`config.mk`:
```
export PLATFORM = sky130hd
export DESIGN_NAME = rational_arithmetic_reduce
export DESIGN_NICKNAME = d
export VERILOG_FILES = /design/src/rtl/rar_pkg.sv /design/src/rtl/rational_arithmetic_reduce.sv /design/src/rtl/rar_ctrl.sv /design/src/rtl/rar_dpath.sv
export SDC_FILE = /design/constraint.sdc
export NUM_CORES = 2
export LEC_CHECK = 0
export ABC_AREA = 1
export BUFFER_PORTS_ARGS = -buffer_cell sky130_fd_sc_hd__buf_2
export CELL_PAD_IN_SITES_DETAIL_PLACEMENT = 1
export CELL_PAD_IN_SITES_GLOBAL_PLACEMENT = 2
export CORE_ASPECT_RATIO = 1.2
export CORE_MARGIN = 2
export CORE_UTILIZATION = 36
export CTS_BUF_LIST = sky130_fd_sc_hd__clkbuf_2
export DETAILED_ROUTE_END_ITERATION = 10
export GPL_TIMING_DRIVEN = 0
export PLACE_DENSITY = 0.91
export SYNTH_ARGS = -nofsm -noshare
export SYNTH_HDL_FRONTEND = slang
export SYNTH_SLANG_ARGS = --single-unit
```
`constraint.sdc`:
```
create_clock -name clock -period 8.19 [get_ports clock]
set_input_delay 1.638 -clock clock [delete_from_list [all_inputs] [get_ports clock]]
set_output_delay 1.638 -clock clock [all_outputs]
set_load 0.01 [all_outputs]
```
`src/rtl/rar_pkg.sv`:
```
`default_nettype none

package rar_pkg;

   // Widths of the result fields.
   localparam int RES_NUM_WIDTH = 33;
   localparam int RES_DEN_WIDTH = 32;

   // Operation codes carried in the kind field.
   typedef enum logic [1:0] {
      KIND_ADD = 2'd0,
      KIND_SUB = 2'd1,
      KIND_MUL = 2'd2,
      KIND_DIV = 2'd3
   } kind_type;

   // Which of the three cross products the shared multiplier forms.
   typedef enum logic [1:0] {
      MUL_FIRST  = 2'd0,
      MUL_SECOND = 2'd1,
      MUL_THIRD  = 2'd2
   } mul_step_type;

   // Commands from the controller to the datapath.
   typedef struct packed {
      logic         capture;
      logic         mul_en;
      mul_step_type mul_step;
      logic         combine;
      logic         mags;
      logic         gcd_step;
      logic         div_load;
      logic         div_step;
      logic         out_load;
   } dp_cmd_type;

   // Status from the datapath to the controller.
   typedef struct packed {
      logic need_gcd;
      logic gcd_equal;
      logic div_last;
   } dp_status_type;

endpackage

`default_nettype wire

```
`src/rtl/rational_arithmetic_reduce.sv`:
```
`default_nettype none

// Channel   Direction  Handshake             Payload
// req       in         req_valid/req_stall   kind, a_num, a_den, b_num, b_den, reduce
// rsp       out        rsp_valid/rsp_stall   res_num, res_den, div_by_zero
//
// One beat is worked on at a time. Without reduction the beat passes capture, the
// three cross products, combine and the magnitude step; with reduction a binary
// GCD loop and the shift-subtract dividers follow before the result is loaded.
// The request side is stalled from
// acceptance until the result moves into the output register, which holds it
// while rsp_stall is high. Reset clears the controller and the result valid.

module rational_arithmetic_reduce #(
   parameter int OPERAND_WIDTH = 16
) (
   input  wire logic                                 clock,
   input  wire logic                                 reset,
   input  wire logic                                 req_valid,
   output logic                                      req_stall,
   input  wire logic [1:0]                           req_kind,
   input  wire logic signed [OPERAND_WIDTH-1:0]      req_a_num,
   input  wire logic signed [OPERAND_WIDTH-1:0]      req_a_den,
   input  wire logic signed [OPERAND_WIDTH-1:0]      req_b_num,
   input  wire logic signed [OPERAND_WIDTH-1:0]      req_b_den,
   input  wire logic                                 req_reduce,
   output logic                                      rsp_valid,
   input  wire logic                                 rsp_stall,
   output logic signed [rar_pkg::RES_NUM_WIDTH-1:0]  rsp_res_num,
   output logic signed [rar_pkg::RES_DEN_WIDTH-1:0]  rsp_res_den,
   output logic                                      rsp_div_by_zero
);
   import rar_pkg::*;

   dp_cmd_type    cmd;
   dp_status_type status;

   // Sequencer.
   rar_ctrl u_ctrl (
      .clock     (clock),
      .reset     (reset),
      .req_valid (req_valid),
      .req_stall (req_stall),
      .rsp_valid (rsp_valid),
      .rsp_stall (rsp_stall),
      .cmd       (cmd),
      .status    (status)
   );

   // Multiplier, GCD and dividers.
   rar_dpath #(
      .OPERAND_WIDTH (OPERAND_WIDTH)
   ) u_dpath (
      .clock           (clock),
      .cmd             (cmd),
      .status          (status),
      .req_kind        (req_kind),
      .req_a_num       (req_a_num),
      .req_a_den       (req_a_den),
      .req_b_num       (req_b_num),
      .req_b_den       (req_b_den),
      .req_reduce      (req_reduce),
      .rsp_res_num     (rsp_res_num),
      .rsp_res_den     (rsp_res_den),
      .rsp_div_by_zero (rsp_div_by_zero)
   );

   // A division by zero always carries a zero fraction.
   a_dz_zero : assert property (@(posedge clock) disable iff (reset)
      rsp_valid && rsp_div_by_zero |-> rsp_res_num == '0 && rsp_res_den == '0)
      else $error("division by zero with a nonzero result");

   // An accepted beat closes the request side on the next cycle.
   a_busy_after_accept : assert property (@(posedge clock) disable iff (reset)
      req_valid && !req_stall |=> req_stall)
      else $error("request side open right after a beat");

   // The controller issues at most one command per cycle.
   a_one_cmd : assert property (@(posedge clock) disable iff (reset)
      $onehot0({cmd.capture, cmd.mul_en, cmd.combine, cmd.mags, cmd.gcd_step,
                cmd.div_load, cmd.div_step, cmd.out_load}))
      else $error("overlapping datapath commands");

   // A pending result is never overwritten.
   a_no_overwrite : assert property (@(posedge clock) disable iff (reset)
      cmd.out_load |-> !(rsp_valid && rsp_stall))
      else $error("result loaded over a stalled beat");

endmodule

`default_nettype wire

```
`src/rtl/rar_ctrl.sv`:
```
`default_nettype none

module rar_ctrl (
   input  wire logic                   clock,
   input  wire logic                   reset,
   input  wire logic                   req_valid,
   output logic                        req_stall,
   output logic                        rsp_valid,
   input  wire logic                   rsp_stall,
   output rar_pkg::dp_cmd_type         cmd,
   input  wire rar_pkg::dp_status_type status
);
   import rar_pkg::*;

   typedef enum logic [3:0] {
      ST_IDLE,
      ST_MUL0,
      ST_MUL1,
      ST_MUL2,
      ST_COMBINE,
      ST_MAGS,
      ST_GCD,
      ST_DIV,
      ST_FIN
   } state_type;

   state_type state_ff;
   state_type state_in;
   logic      rsp_valid_ff;
   logic      rsp_valid_in;

   // Only an idle controller takes a new beat.
   assign req_stall = (state_ff != ST_IDLE);
   assign rsp_valid = rsp_valid_ff;

   // Next state, commands and result valid.
   always_comb begin
      state_in     = state_ff;
      rsp_valid_in = rsp_valid_ff;
      cmd          = '0;
      if (rsp_valid_ff && !rsp_stall) begin
         rsp_valid_in = 1'b0;
      end
      unique case (state_ff)
         ST_IDLE: begin
            if (req_valid) begin
               cmd.capture = 1'b1;
               state_in    = ST_MUL0;
            end
         end
         ST_MUL0: begin
            cmd.mul_en   = 1'b1;
            cmd.mul_step = MUL_FIRST;
            state_in     = ST_MUL1;
         end
         ST_MUL1: begin
            cmd.mul_en   = 1'b1;
            cmd.mul_step = MUL_SECOND;
            state_in     = ST_MUL2;
         end
         ST_MUL2: begin
            cmd.mul_en   = 1'b1;
            cmd.mul_step = MUL_THIRD;
            state_in     = ST_COMBINE;
         end
         ST_COMBINE: begin
            cmd.combine = 1'b1;
            state_in    = ST_MAGS;
         end
         ST_MAGS: begin
            cmd.mags = 1'b1;
            state_in = status.need_gcd ? ST_GCD : ST_FIN;
         end
         ST_GCD: begin
            if (status.gcd_equal) begin
               cmd.div_load = 1'b1;
               state_in     = ST_DIV;
            end else begin
               cmd.gcd_step = 1'b1;
            end
         end
         ST_DIV: begin
            cmd.div_step = 1'b1;
            if (status.div_last) begin
               state_in = ST_FIN;
            end
         end
         ST_FIN: begin
            // Wait until the output register is free.
            if (!rsp_valid_ff || !rsp_stall) begin
               cmd.out_load = 1'b1;
               rsp_valid_in = 1'b1;
               state_in     = ST_IDLE;
            end
         end
         default: begin
            state_in = ST_IDLE;
         end
      endcase
   end

   // State and registered outputs.
   always_ff @(posedge clock) begin
      if (reset) begin
         state_ff     <= ST_IDLE;
         rsp_valid_ff <= 1'b0;
      end else begin
         state_ff     <= state_in;
         rsp_valid_ff <= rsp_valid_in;
      end
   end

endmodule

`default_nettype wire

```
`src/rtl/rar_dpath.sv`:
```
`default_nettype none

module rar_dpath #(
   parameter int OPERAND_WIDTH = 16
) (
   input  wire logic                                    clock,
   input  wire rar_pkg::dp_cmd_type                     cmd,
   output rar_pkg::dp_status_type                       status,
   input  wire logic [1:0]                              req_kind,
   input  wire logic signed [OPERAND_WIDTH-1:0]         req_a_num,
   input  wire logic signed [OPERAND_WIDTH-1:0]         req_a_den,
   input  wire logic signed [OPERAND_WIDTH-1:0]         req_b_num,
   input  wire logic signed [OPERAND_WIDTH-1:0]         req_b_den,
   input  wire logic                                    req_reduce,
   output logic signed [rar_pkg::RES_NUM_WIDTH-1:0]     rsp_res_num,
   output logic signed [rar_pkg::RES_DEN_WIDTH-1:0]     rsp_res_den,
   output logic                                         rsp_div_by_zero
);
   import rar_pkg::*;

   localparam int W  = OPERAND_WIDTH;
   localparam int PW = 2 * W;
   localparam int NW = PW + 1;
   localparam int CW = $clog2(PW);

   // Operand registers.
   kind_type               kind_ff, kind_in;
   logic signed [W-1:0]    an_ff, an_in, ad_ff, ad_in, bn_ff, bn_in, bd_ff, bd_in;
   logic                   reduce_ff, reduce_in;
   // Cross products and the raw result.
   logic signed [PW-1:0]   pa_ff, pa_in, pb_ff, pb_in, pc_ff, pc_in;
   logic signed [NW-1:0]   num_ff, num_in;
   logic signed [PW-1:0]   den_ff, den_in;
   logic                   dz_ff, dz_in;
   // Magnitudes, later the quotients.
   logic [PW-1:0]          mn_ff, mn_in, md_ff, md_in;
   // Binary GCD.
   logic [PW-1:0]          u_ff, u_in, v_ff, v_in;
   logic [CW-1:0]          k_ff, k_in;
   // Shift-subtract dividers, one per part.
   logic [PW-1:0]          g_ff, g_in;
   logic [PW-1:0]          nrem_ff, nrem_in, drem_ff, drem_in;
   logic [CW-1:0]          cnt_ff, cnt_in;
   // Result registers.
   logic signed [RES_NUM_WIDTH-1:0] res_num_ff, res_num_in;
   logic signed [RES_DEN_WIDTH-1:0] res_den_ff, res_den_in;
   logic                   res_dz_ff, res_dz_in;

   // Combinational helpers.
   logic signed [W-1:0]    mul_l, mul_r;
   logic signed [PW-1:0]   product;
   logic signed [NW-1:0]   num_comb;
   logic signed [PW-1:0]   den_comb;
   logic                   dz_comb;
   logic signed [NW-1:0]   num_abs;
   logic signed [PW-1:0]   den_abs;
   logic                   u_gt_v;
   logic [PW-1:0]          big, sml, diff;
   logic [PW:0]            nshift, ntrial, dshift, dtrial;
   logic signed [NW-1:0]   mag_signed, num_red;

   // Shared multiplier: picks the factors of the current cross product.
   always_comb begin
      mul_l = an_ff;
      mul_r = bd_ff;
      case (cmd.mul_step)
         MUL_FIRST: begin
            mul_l = an_ff;
            mul_r = (kind_ff == KIND_MUL) ? bn_ff : bd_ff;
         end
         MUL_SECOND: begin
            mul_l = (kind_ff == KIND_MUL) ? ad_ff : bn_ff;
            mul_r = (kind_ff == KIND_MUL) ? bd_ff : ad_ff;
         end
         MUL_THIRD: begin
            mul_l = ad_ff;
            mul_r = bd_ff;
         end
         default: begin
            mul_l = an_ff;
            mul_r = bd_ff;
         end
      endcase
      product = PW'(mul_l) * PW'(mul_r);
   end

   // Forms the raw numerator and denominator from the products.
   always_comb begin
      dz_comb  = (kind_ff == KIND_DIV) && (bn_ff == '0);
      num_comb = NW'(pa_ff);
      den_comb = pb_ff;
      case (kind_ff)
         KIND_ADD: begin
            num_comb = NW'(pa_ff) + NW'(pb_ff);
            den_comb = pc_ff;
         end
         KIND_SUB: begin
            num_comb = NW'(pa_ff) - NW'(pb_ff);
            den_comb = pc_ff;
         end
         default: begin
            // Multiply and divide use the first two products as they are.
            num_comb = NW'(pa_ff);
            den_comb = pb_ff;
         end
      endcase
      if (dz_comb) begin
         num_comb = '0;
         den_comb = '0;
      end
   end

   // Magnitudes of the raw parts.
   assign num_abs = num_ff[NW-1] ? -num_ff : num_ff;
   assign den_abs = den_ff[PW-1] ? -den_ff : den_ff;

   // One binary GCD step subtracts the smaller odd value from the larger.
   assign u_gt_v = (u_ff > v_ff);
   assign big    = u_gt_v ? u_ff : v_ff;
   assign sml    = u_gt_v ? v_ff : u_ff;
   assign diff   = big - sml;

   // Trial subtractions of both dividers.
   assign nshift = {nrem_ff, mn_ff[PW-1]};
   assign ntrial = nshift - {1'b0, g_ff};
   assign dshift = {drem_ff, md_ff[PW-1]};
   assign dtrial = dshift - {1'b0, g_ff};

   // Reduced numerator takes the sign of the unreduced quotient.
   assign mag_signed = $signed({1'b0, mn_ff});
   assign num_red    = (num_ff[NW-1] != den_ff[PW-1]) ? -mag_signed : mag_signed;

   // Status back to the controller.
   always_comb begin
      status.need_gcd  = reduce_ff && !dz_ff && (num_ff != '0) && (den_ff != '0);
      status.gcd_equal = (u_ff == v_ff);
      status.div_last  = (cnt_ff == CW'(PW - 1));
   end

   // Next values of all datapath registers.
   always_comb begin
      kind_in    = kind_ff;
      an_in      = an_ff;
      ad_in      = ad_ff;
      bn_in      = bn_ff;
      bd_in      = bd_ff;
      reduce_in  = reduce_ff;
      pa_in      = pa_ff;
      pb_in      = pb_ff;
      pc_in      = pc_ff;
      num_in     = num_ff;
      den_in     = den_ff;
      dz_in      = dz_ff;
      mn_in      = mn_ff;
      md_in      = md_ff;
      u_in       = u_ff;
      v_in       = v_ff;
      k_in       = k_ff;
      g_in       = g_ff;
      nrem_in    = nrem_ff;
      drem_in    = drem_ff;
      cnt_in     = cnt_ff;
      res_num_in = res_num_ff;
      res_den_in = res_den_ff;
      res_dz_in  = res_dz_ff;

      // Take the beat's operands.
      if (cmd.capture) begin
         kind_in   = kind_type'(req_kind);
         an_in     = req_a_num;
         ad_in     = req_a_den;
         bn_in     = req_b_num;
         bd_in     = req_b_den;
         reduce_in = req_reduce;
      end

      // Store the product of this step.
      if (cmd.mul_en) begin
         case (cmd.mul_step)
            MUL_FIRST:  pa_in = product;
            MUL_SECOND: pb_in = product;
            MUL_THIRD:  pc_in = product;
            default:    pc_in = product;
         endcase
      end

      if (cmd.combine) begin
         num_in = num_comb;
         den_in = den_comb;
         dz_in  = dz_comb;
      end

      // Magnitudes seed both the GCD and the dividers.
      if (cmd.mags) begin
         mn_in = num_abs[PW-1:0];
         md_in = den_abs[PW-1:0];
         u_in  = num_abs[PW-1:0];
         v_in  = den_abs[PW-1:0];
         k_in  = '0;
      end

      if (cmd.gcd_step) begin
         if (!u_ff[0] && !v_ff[0]) begin
            u_in = u_ff >> 1;
            v_in = v_ff >> 1;
            k_in = k_ff + CW'(1);
         end else if (!u_ff[0]) begin
            u_in = u_ff >> 1;
         end else if (!v_ff[0]) begin
            v_in = v_ff >> 1;
         end else if (u_gt_v) begin
            u_in = diff >> 1;
         end else begin
            v_in = diff >> 1;
         end
      end

      // The divisor is the odd part restored by the common power of two.
      if (cmd.div_load) begin
         g_in    = u_ff << k_ff;
         nrem_in = '0;
         drem_in = '0;
         cnt_in  = '0;
      end

      // One quotient bit per part and cycle; quotients shift into mn and md.
      if (cmd.div_step) begin
         if (ntrial[PW]) begin
            nrem_in = nshift[PW-1:0];
            mn_in   = {mn_ff[PW-2:0], 1'b0};
         end else begin
            nrem_in = ntrial[PW-1:0];
            mn_in   = {mn_ff[PW-2:0], 1'b1};
         end
         if (dtrial[PW]) begin
            drem_in = dshift[PW-1:0];
            md_in   = {md_ff[PW-2:0], 1'b0};
         end else begin
            drem_in = dtrial[PW-1:0];
            md_in   = {md_ff[PW-2:0], 1'b1};
         end
         cnt_in = cnt_ff + CW'(1);
      end

      // Result beat.
      if (cmd.out_load) begin
         res_dz_in = dz_ff;
         if (dz_ff) begin
            res_num_in = '0;
            res_den_in = '0;
         end else if (reduce_ff) begin
            res_num_in = RES_NUM_WIDTH'(num_red);
            res_den_in = RES_DEN_WIDTH'(md_ff);
         end else begin
            res_num_in = RES_NUM_WIDTH'(num_ff);
            res_den_in = RES_DEN_WIDTH'(den_ff);
         end
      end
   end

   // Datapath registers hold payload only.
   always_ff @(posedge clock) begin
      kind_ff    <= kind_in;
      an_ff      <= an_in;
      ad_ff      <= ad_in;
      bn_ff      <= bn_in;
      bd_ff      <= bd_in;
      reduce_ff  <= reduce_in;
      pa_ff      <= pa_in;
      pb_ff      <= pb_in;
      pc_ff      <= pc_in;
      num_ff     <= num_in;
      den_ff     <= den_in;
      dz_ff      <= dz_in;
      mn_ff      <= mn_in;
      md_ff      <= md_in;
      u_ff       <= u_in;
      v_ff       <= v_in;
      k_ff       <= k_in;
      g_ff       <= g_in;
      nrem_ff    <= nrem_in;
      drem_ff    <= drem_in;
      cnt_ff     <= cnt_in;
      res_num_ff <= res_num_in;
      res_den_ff <= res_den_in;
      res_dz_ff  <= res_dz_in;
   end

   assign rsp_res_num     = res_num_ff;
   assign rsp_res_den     = res_den_ff;
   assign rsp_div_by_zero = res_dz_ff;

endmodule

`default_nettype wire
```
==> results.cfg <==
[synth]
fraction_of_registers_with_async_set_reset = 0
netlist_instances = 5749
synth_enable_flop_cells = 460
synth.top_cell.area_share = 0.304
synth_largest_area_cell = sky130_fd_sc_hd__edfxtp_1
synthTopCellsByArea = sky130_fd_sc_hd__edfxtp_1 30%, sky130_fd_sc_hd__fa_1 12%, sky130_fd_sc_hd__nand2_1 9.8%
synth-seq-cells = 534
post_synthesis_sequential_area_ratio = 0.336
synth_fp_nets = 6308
synth_flop_cell = sky130_fd_sc_hd__edfxtp_1
ys_warn_count = 0
synthesis.area_per_instance_um2 = 7.91
synthDistinctLibCells = 60
post_synth_instance_area_mm2 = 0.0455

[sta]
fin_skew_ps = 102
finalHoldWorstSlack_ps = 317
final-hold-violation-count = 0
period_share = 0.961
slew-limit-headroom = 0.279
maxSlewViolCount = 0
post-route-worst-setup-slack_ps = 319
max_slew.worst_pin.slew_ps = 1070
final_count_of_negative_setup_slack_endpoints = 0
finalCriticalPeriod_ps = 7870
max_freq_ghz = 0.127

[die]
die_height_um = 393
floorplan.die_area_mm2 = 0.129
core_area_mm2 = 0.125
start_util = 0.364
die_w_um = 329
boundaryPins = 139
core.rowCount = 142

[grt]
global_route.usage.met1 = 0.316
via_count_of_the_first_global_routing_pass = 44500
grt_use_met2 = 0.474
grt_start_max_net_pins = 38
gr-total-overflow = 0
busiest_layer = met2
total_routing_usage_reported_by_global_routing = 0.276
grt_antenna_before_repair = 8
global_route_met3_usage = 0.0370
first_pass_grt_wire_length_um = 271000

[place]
dpl_worst_slack_ps = -2060
detailedPlacementHpwl_um = 147000
place.gp.congestion = 0.968
port-buffer-count = 138

[route]
firstDrtPassIters = 7
routed_length_per_instance_um = 22.9
antenna_left = 0
routed-via-count = 41900
drt_first_iter_violations = 2712
route.final.wire_length_um = 180000
post-route-drc-count = 0
vias_per_cell = 5.34

[job]
maxCapViolCount = 0

[clocking]
clock-sinks = 534
cts_made_buffers = 144
cts.htree.levels = 4
clock_root_cell = sky130_fd_sc_hd__clkbuf_2
post_cts_hold_buffer_count = 0
cts_tree = yes
insertion_delay_ps = 1510
cts_buffer_depth = 3
path_clk_slew_ps = 110

[final_layout]
area_growth_pct = 12.0
utilization = 0.407
final_nets = 6652
final_common_cell = sky130_fd_sc_hd__nand2_1
fillers = 15500
drive_gt1_frac = 0.106
most-common-layout-cells = 1189 x sky130_fd_sc_hd__nand2_1, 889 x sky130_fd_sc_hd__inv_1, 551 x sky130_fd_sc_hd__nor2_1

[worst_setup_path]
startpoint_types = register
crit_path_max_incr_delay_ps = 530
path_max_fanout = 10
critPathArrivalTime_ps = 9060
setup.worst_path.class = register to register
critPathCaptureType = register
worstPathRequired_ps = 9380
crit_slowest_cell = sky130_fd_sc_hd__fa_1

[worst_hold_path]
timing.hold.worst.class = primary input to register

[status]
result_of_the_run = finished clean
## synthesized netlist by cell type (4+ instances only)
cell type	number
sky130_fd_sc_hd__nand2_1	1190
sky130_fd_sc_hd__inv_1	908
sky130_fd_sc_hd__nor2_1	563
sky130_fd_sc_hd__o21ai_0	466
sky130_fd_sc_hd__edfxtp_1	460
sky130_fd_sc_hd__a21oi_1	448
sky130_fd_sc_hd__fa_1	265
sky130_fd_sc_hd__ha_1	223
sky130_fd_sc_hd__clkbuf_1	179
sky130_fd_sc_hd__nand3_1	153
sky130_fd_sc_hd__xor2_1	140
sky130_fd_sc_hd__xnor2_1	94
sky130_fd_sc_hd__dfxtp_1	74
sky130_fd_sc_hd__nor3_1	69
sky130_fd_sc_hd__o21a_1	37
sky130_fd_sc_hd__o221ai_1	37
sky130_fd_sc_hd__o211ai_1	29
sky130_fd_sc_hd__a31oi_1	27
sky130_fd_sc_hd__o22ai_1	27
sky130_fd_sc_hd__o21ai_1	25
sky130_fd_sc_hd__mux2i_1	24
sky130_fd_sc_hd__buf_2	21
sky130_fd_sc_hd__nand4_1	21
sky130_fd_sc_hd__a211oi_1	20
sky130_fd_sc_hd__a22oi_1	20
sky130_fd_sc_hd__nand2_2	18
sky130_fd_sc_hd__nor4_1	18
sky130_fd_sc_hd__or2_2	18
sky130_fd_sc_hd__buf_1	14
sky130_fd_sc_hd__a21boi_1	13
sky130_fd_sc_hd__inv_2	13
sky130_fd_sc_hd__a32oi_1	12
sky130_fd_sc_hd__clkinv_1	12
sky130_fd_sc_hd__nand3b_1	12
sky130_fd_sc_hd__a21o_1	10
sky130_fd_sc_hd__a221oi_1	10
sky130_fd_sc_hd__o31ai_1	8
sky130_fd_sc_hd__a21boi_0	7
sky130_fd_sc_hd__nor3b_1	7
sky130_fd_sc_hd__o21bai_1	7
sky130_fd_sc_hd__nand3_2	6
sky130_fd_sc_hd__buf_6	5
sky130_fd_sc_hd__a21oi_2	4
sky130_fd_sc_hd__nand2_4	4
sky130_fd_sc_hd__nor2_4	4
## path summary, 6_finish.rpt
kind	from	to	slack [ps]	depth (start not counted)
max reg2reg	u_ctrl.state_ff[0]	u_dpath.pc_ff[30]	320	33
min	req_reduce	u_dpath.reduce_ff	320	1
min reg2reg	u_dpath.dz_ff	u_dpath.rsp_div_by_zero	540	0
max	u_ctrl.state_ff[0]	u_dpath.pc_ff[30]	320	33
## state kept, by name, indices dropped and copies added (netlist names), 32 cells and up
name	cells
u_dpath.num_ff	33
u_dpath.rsp_res_num	33
u_dpath.den_ff	32
u_dpath.drem_ff	32
u_dpath.g_ff	32
u_dpath.md_ff	32
u_dpath.mn_ff	32
u_dpath.nrem_ff	32
u_dpath.pa_ff	32
u_dpath.pb_ff	32
u_dpath.pc_ff	32
u_dpath.rsp_res_den	32
u_dpath.u_ff	32
u_dpath.v_ff	32
## timing repair
action / 4_1_cts / 5_1_grt
setup endpoints to repair: 69 / 27
cloned: 1 / 0
endpoints found under the hold margin: 0 / 0
setup buffers: 22 / 31
pin swaps: 9 / 17
gates resized for setup: 114 / 85
## worst max-delay path: cells and delay by family, from the launching register on
kind | cells | cell delay (ps)
XOR/XNOR | 1 | 180
adder cells (fa/ha/maj) | 8 | 3120
flip-flops | 1 | 380
buffers and inverters | 8 | 930
AND/OR/NAND/NOR | 5 | 760
AO/OA/AOI/OAI | 11 | 2160
## through the flow
step | setup TNS, ps | area [µm²] | instances
final | 0 | 51000 | 7850
after global routing | -264 | 51000 | 7850
after CTS | 0 | 50500 | 7820
after detailed placement | -90110 | 48600 | 7560
after global placement | -357050 | 48300 | 7543
after floorplan | 0 | 45500 | 5749
## metal layers
layer  up-vias  wire [µm]
li1      19600          -
met1     20600      69800
met2      1230      87700
met3       484       7920
met4        10      14000
met5         -         74
## kinds of logic after synthesis
logic type               Yosys count  synth area share
buffers and inverters           1154            0.0968
multiplexers                      24           0.00528
AND/OR/NAND/NOR                 2094             0.188
adder cells (fa/ha/maj)          488             0.178
XOR/XNOR                         234            0.0450
flip-flops                       534             0.336
AO/OA/AOI/OAI                   1221             0.151
## layout make-up
class / instances / area, µm² / share of cell area
clock inverter: 45 / 318 / 0.00624
tap: 1656 / 2070 / 0.0407
clock buffer: 199 / 996 / 0.0195
timing repair buffer: 209 / 1430 / 0.0280
multi-input combinational: 4061 / 26300 / 0.516
sequential: 534 / 15300 / 0.300
antenna: 3 / 7.51 / 0.000147
inverter: 933 / 3560 / 0.0698
buffer: 210 / 963 / 0.0189
Power is not shown: default switching activity piles up to over one toggle a cycle in this logic, so the estimate is an artifact.
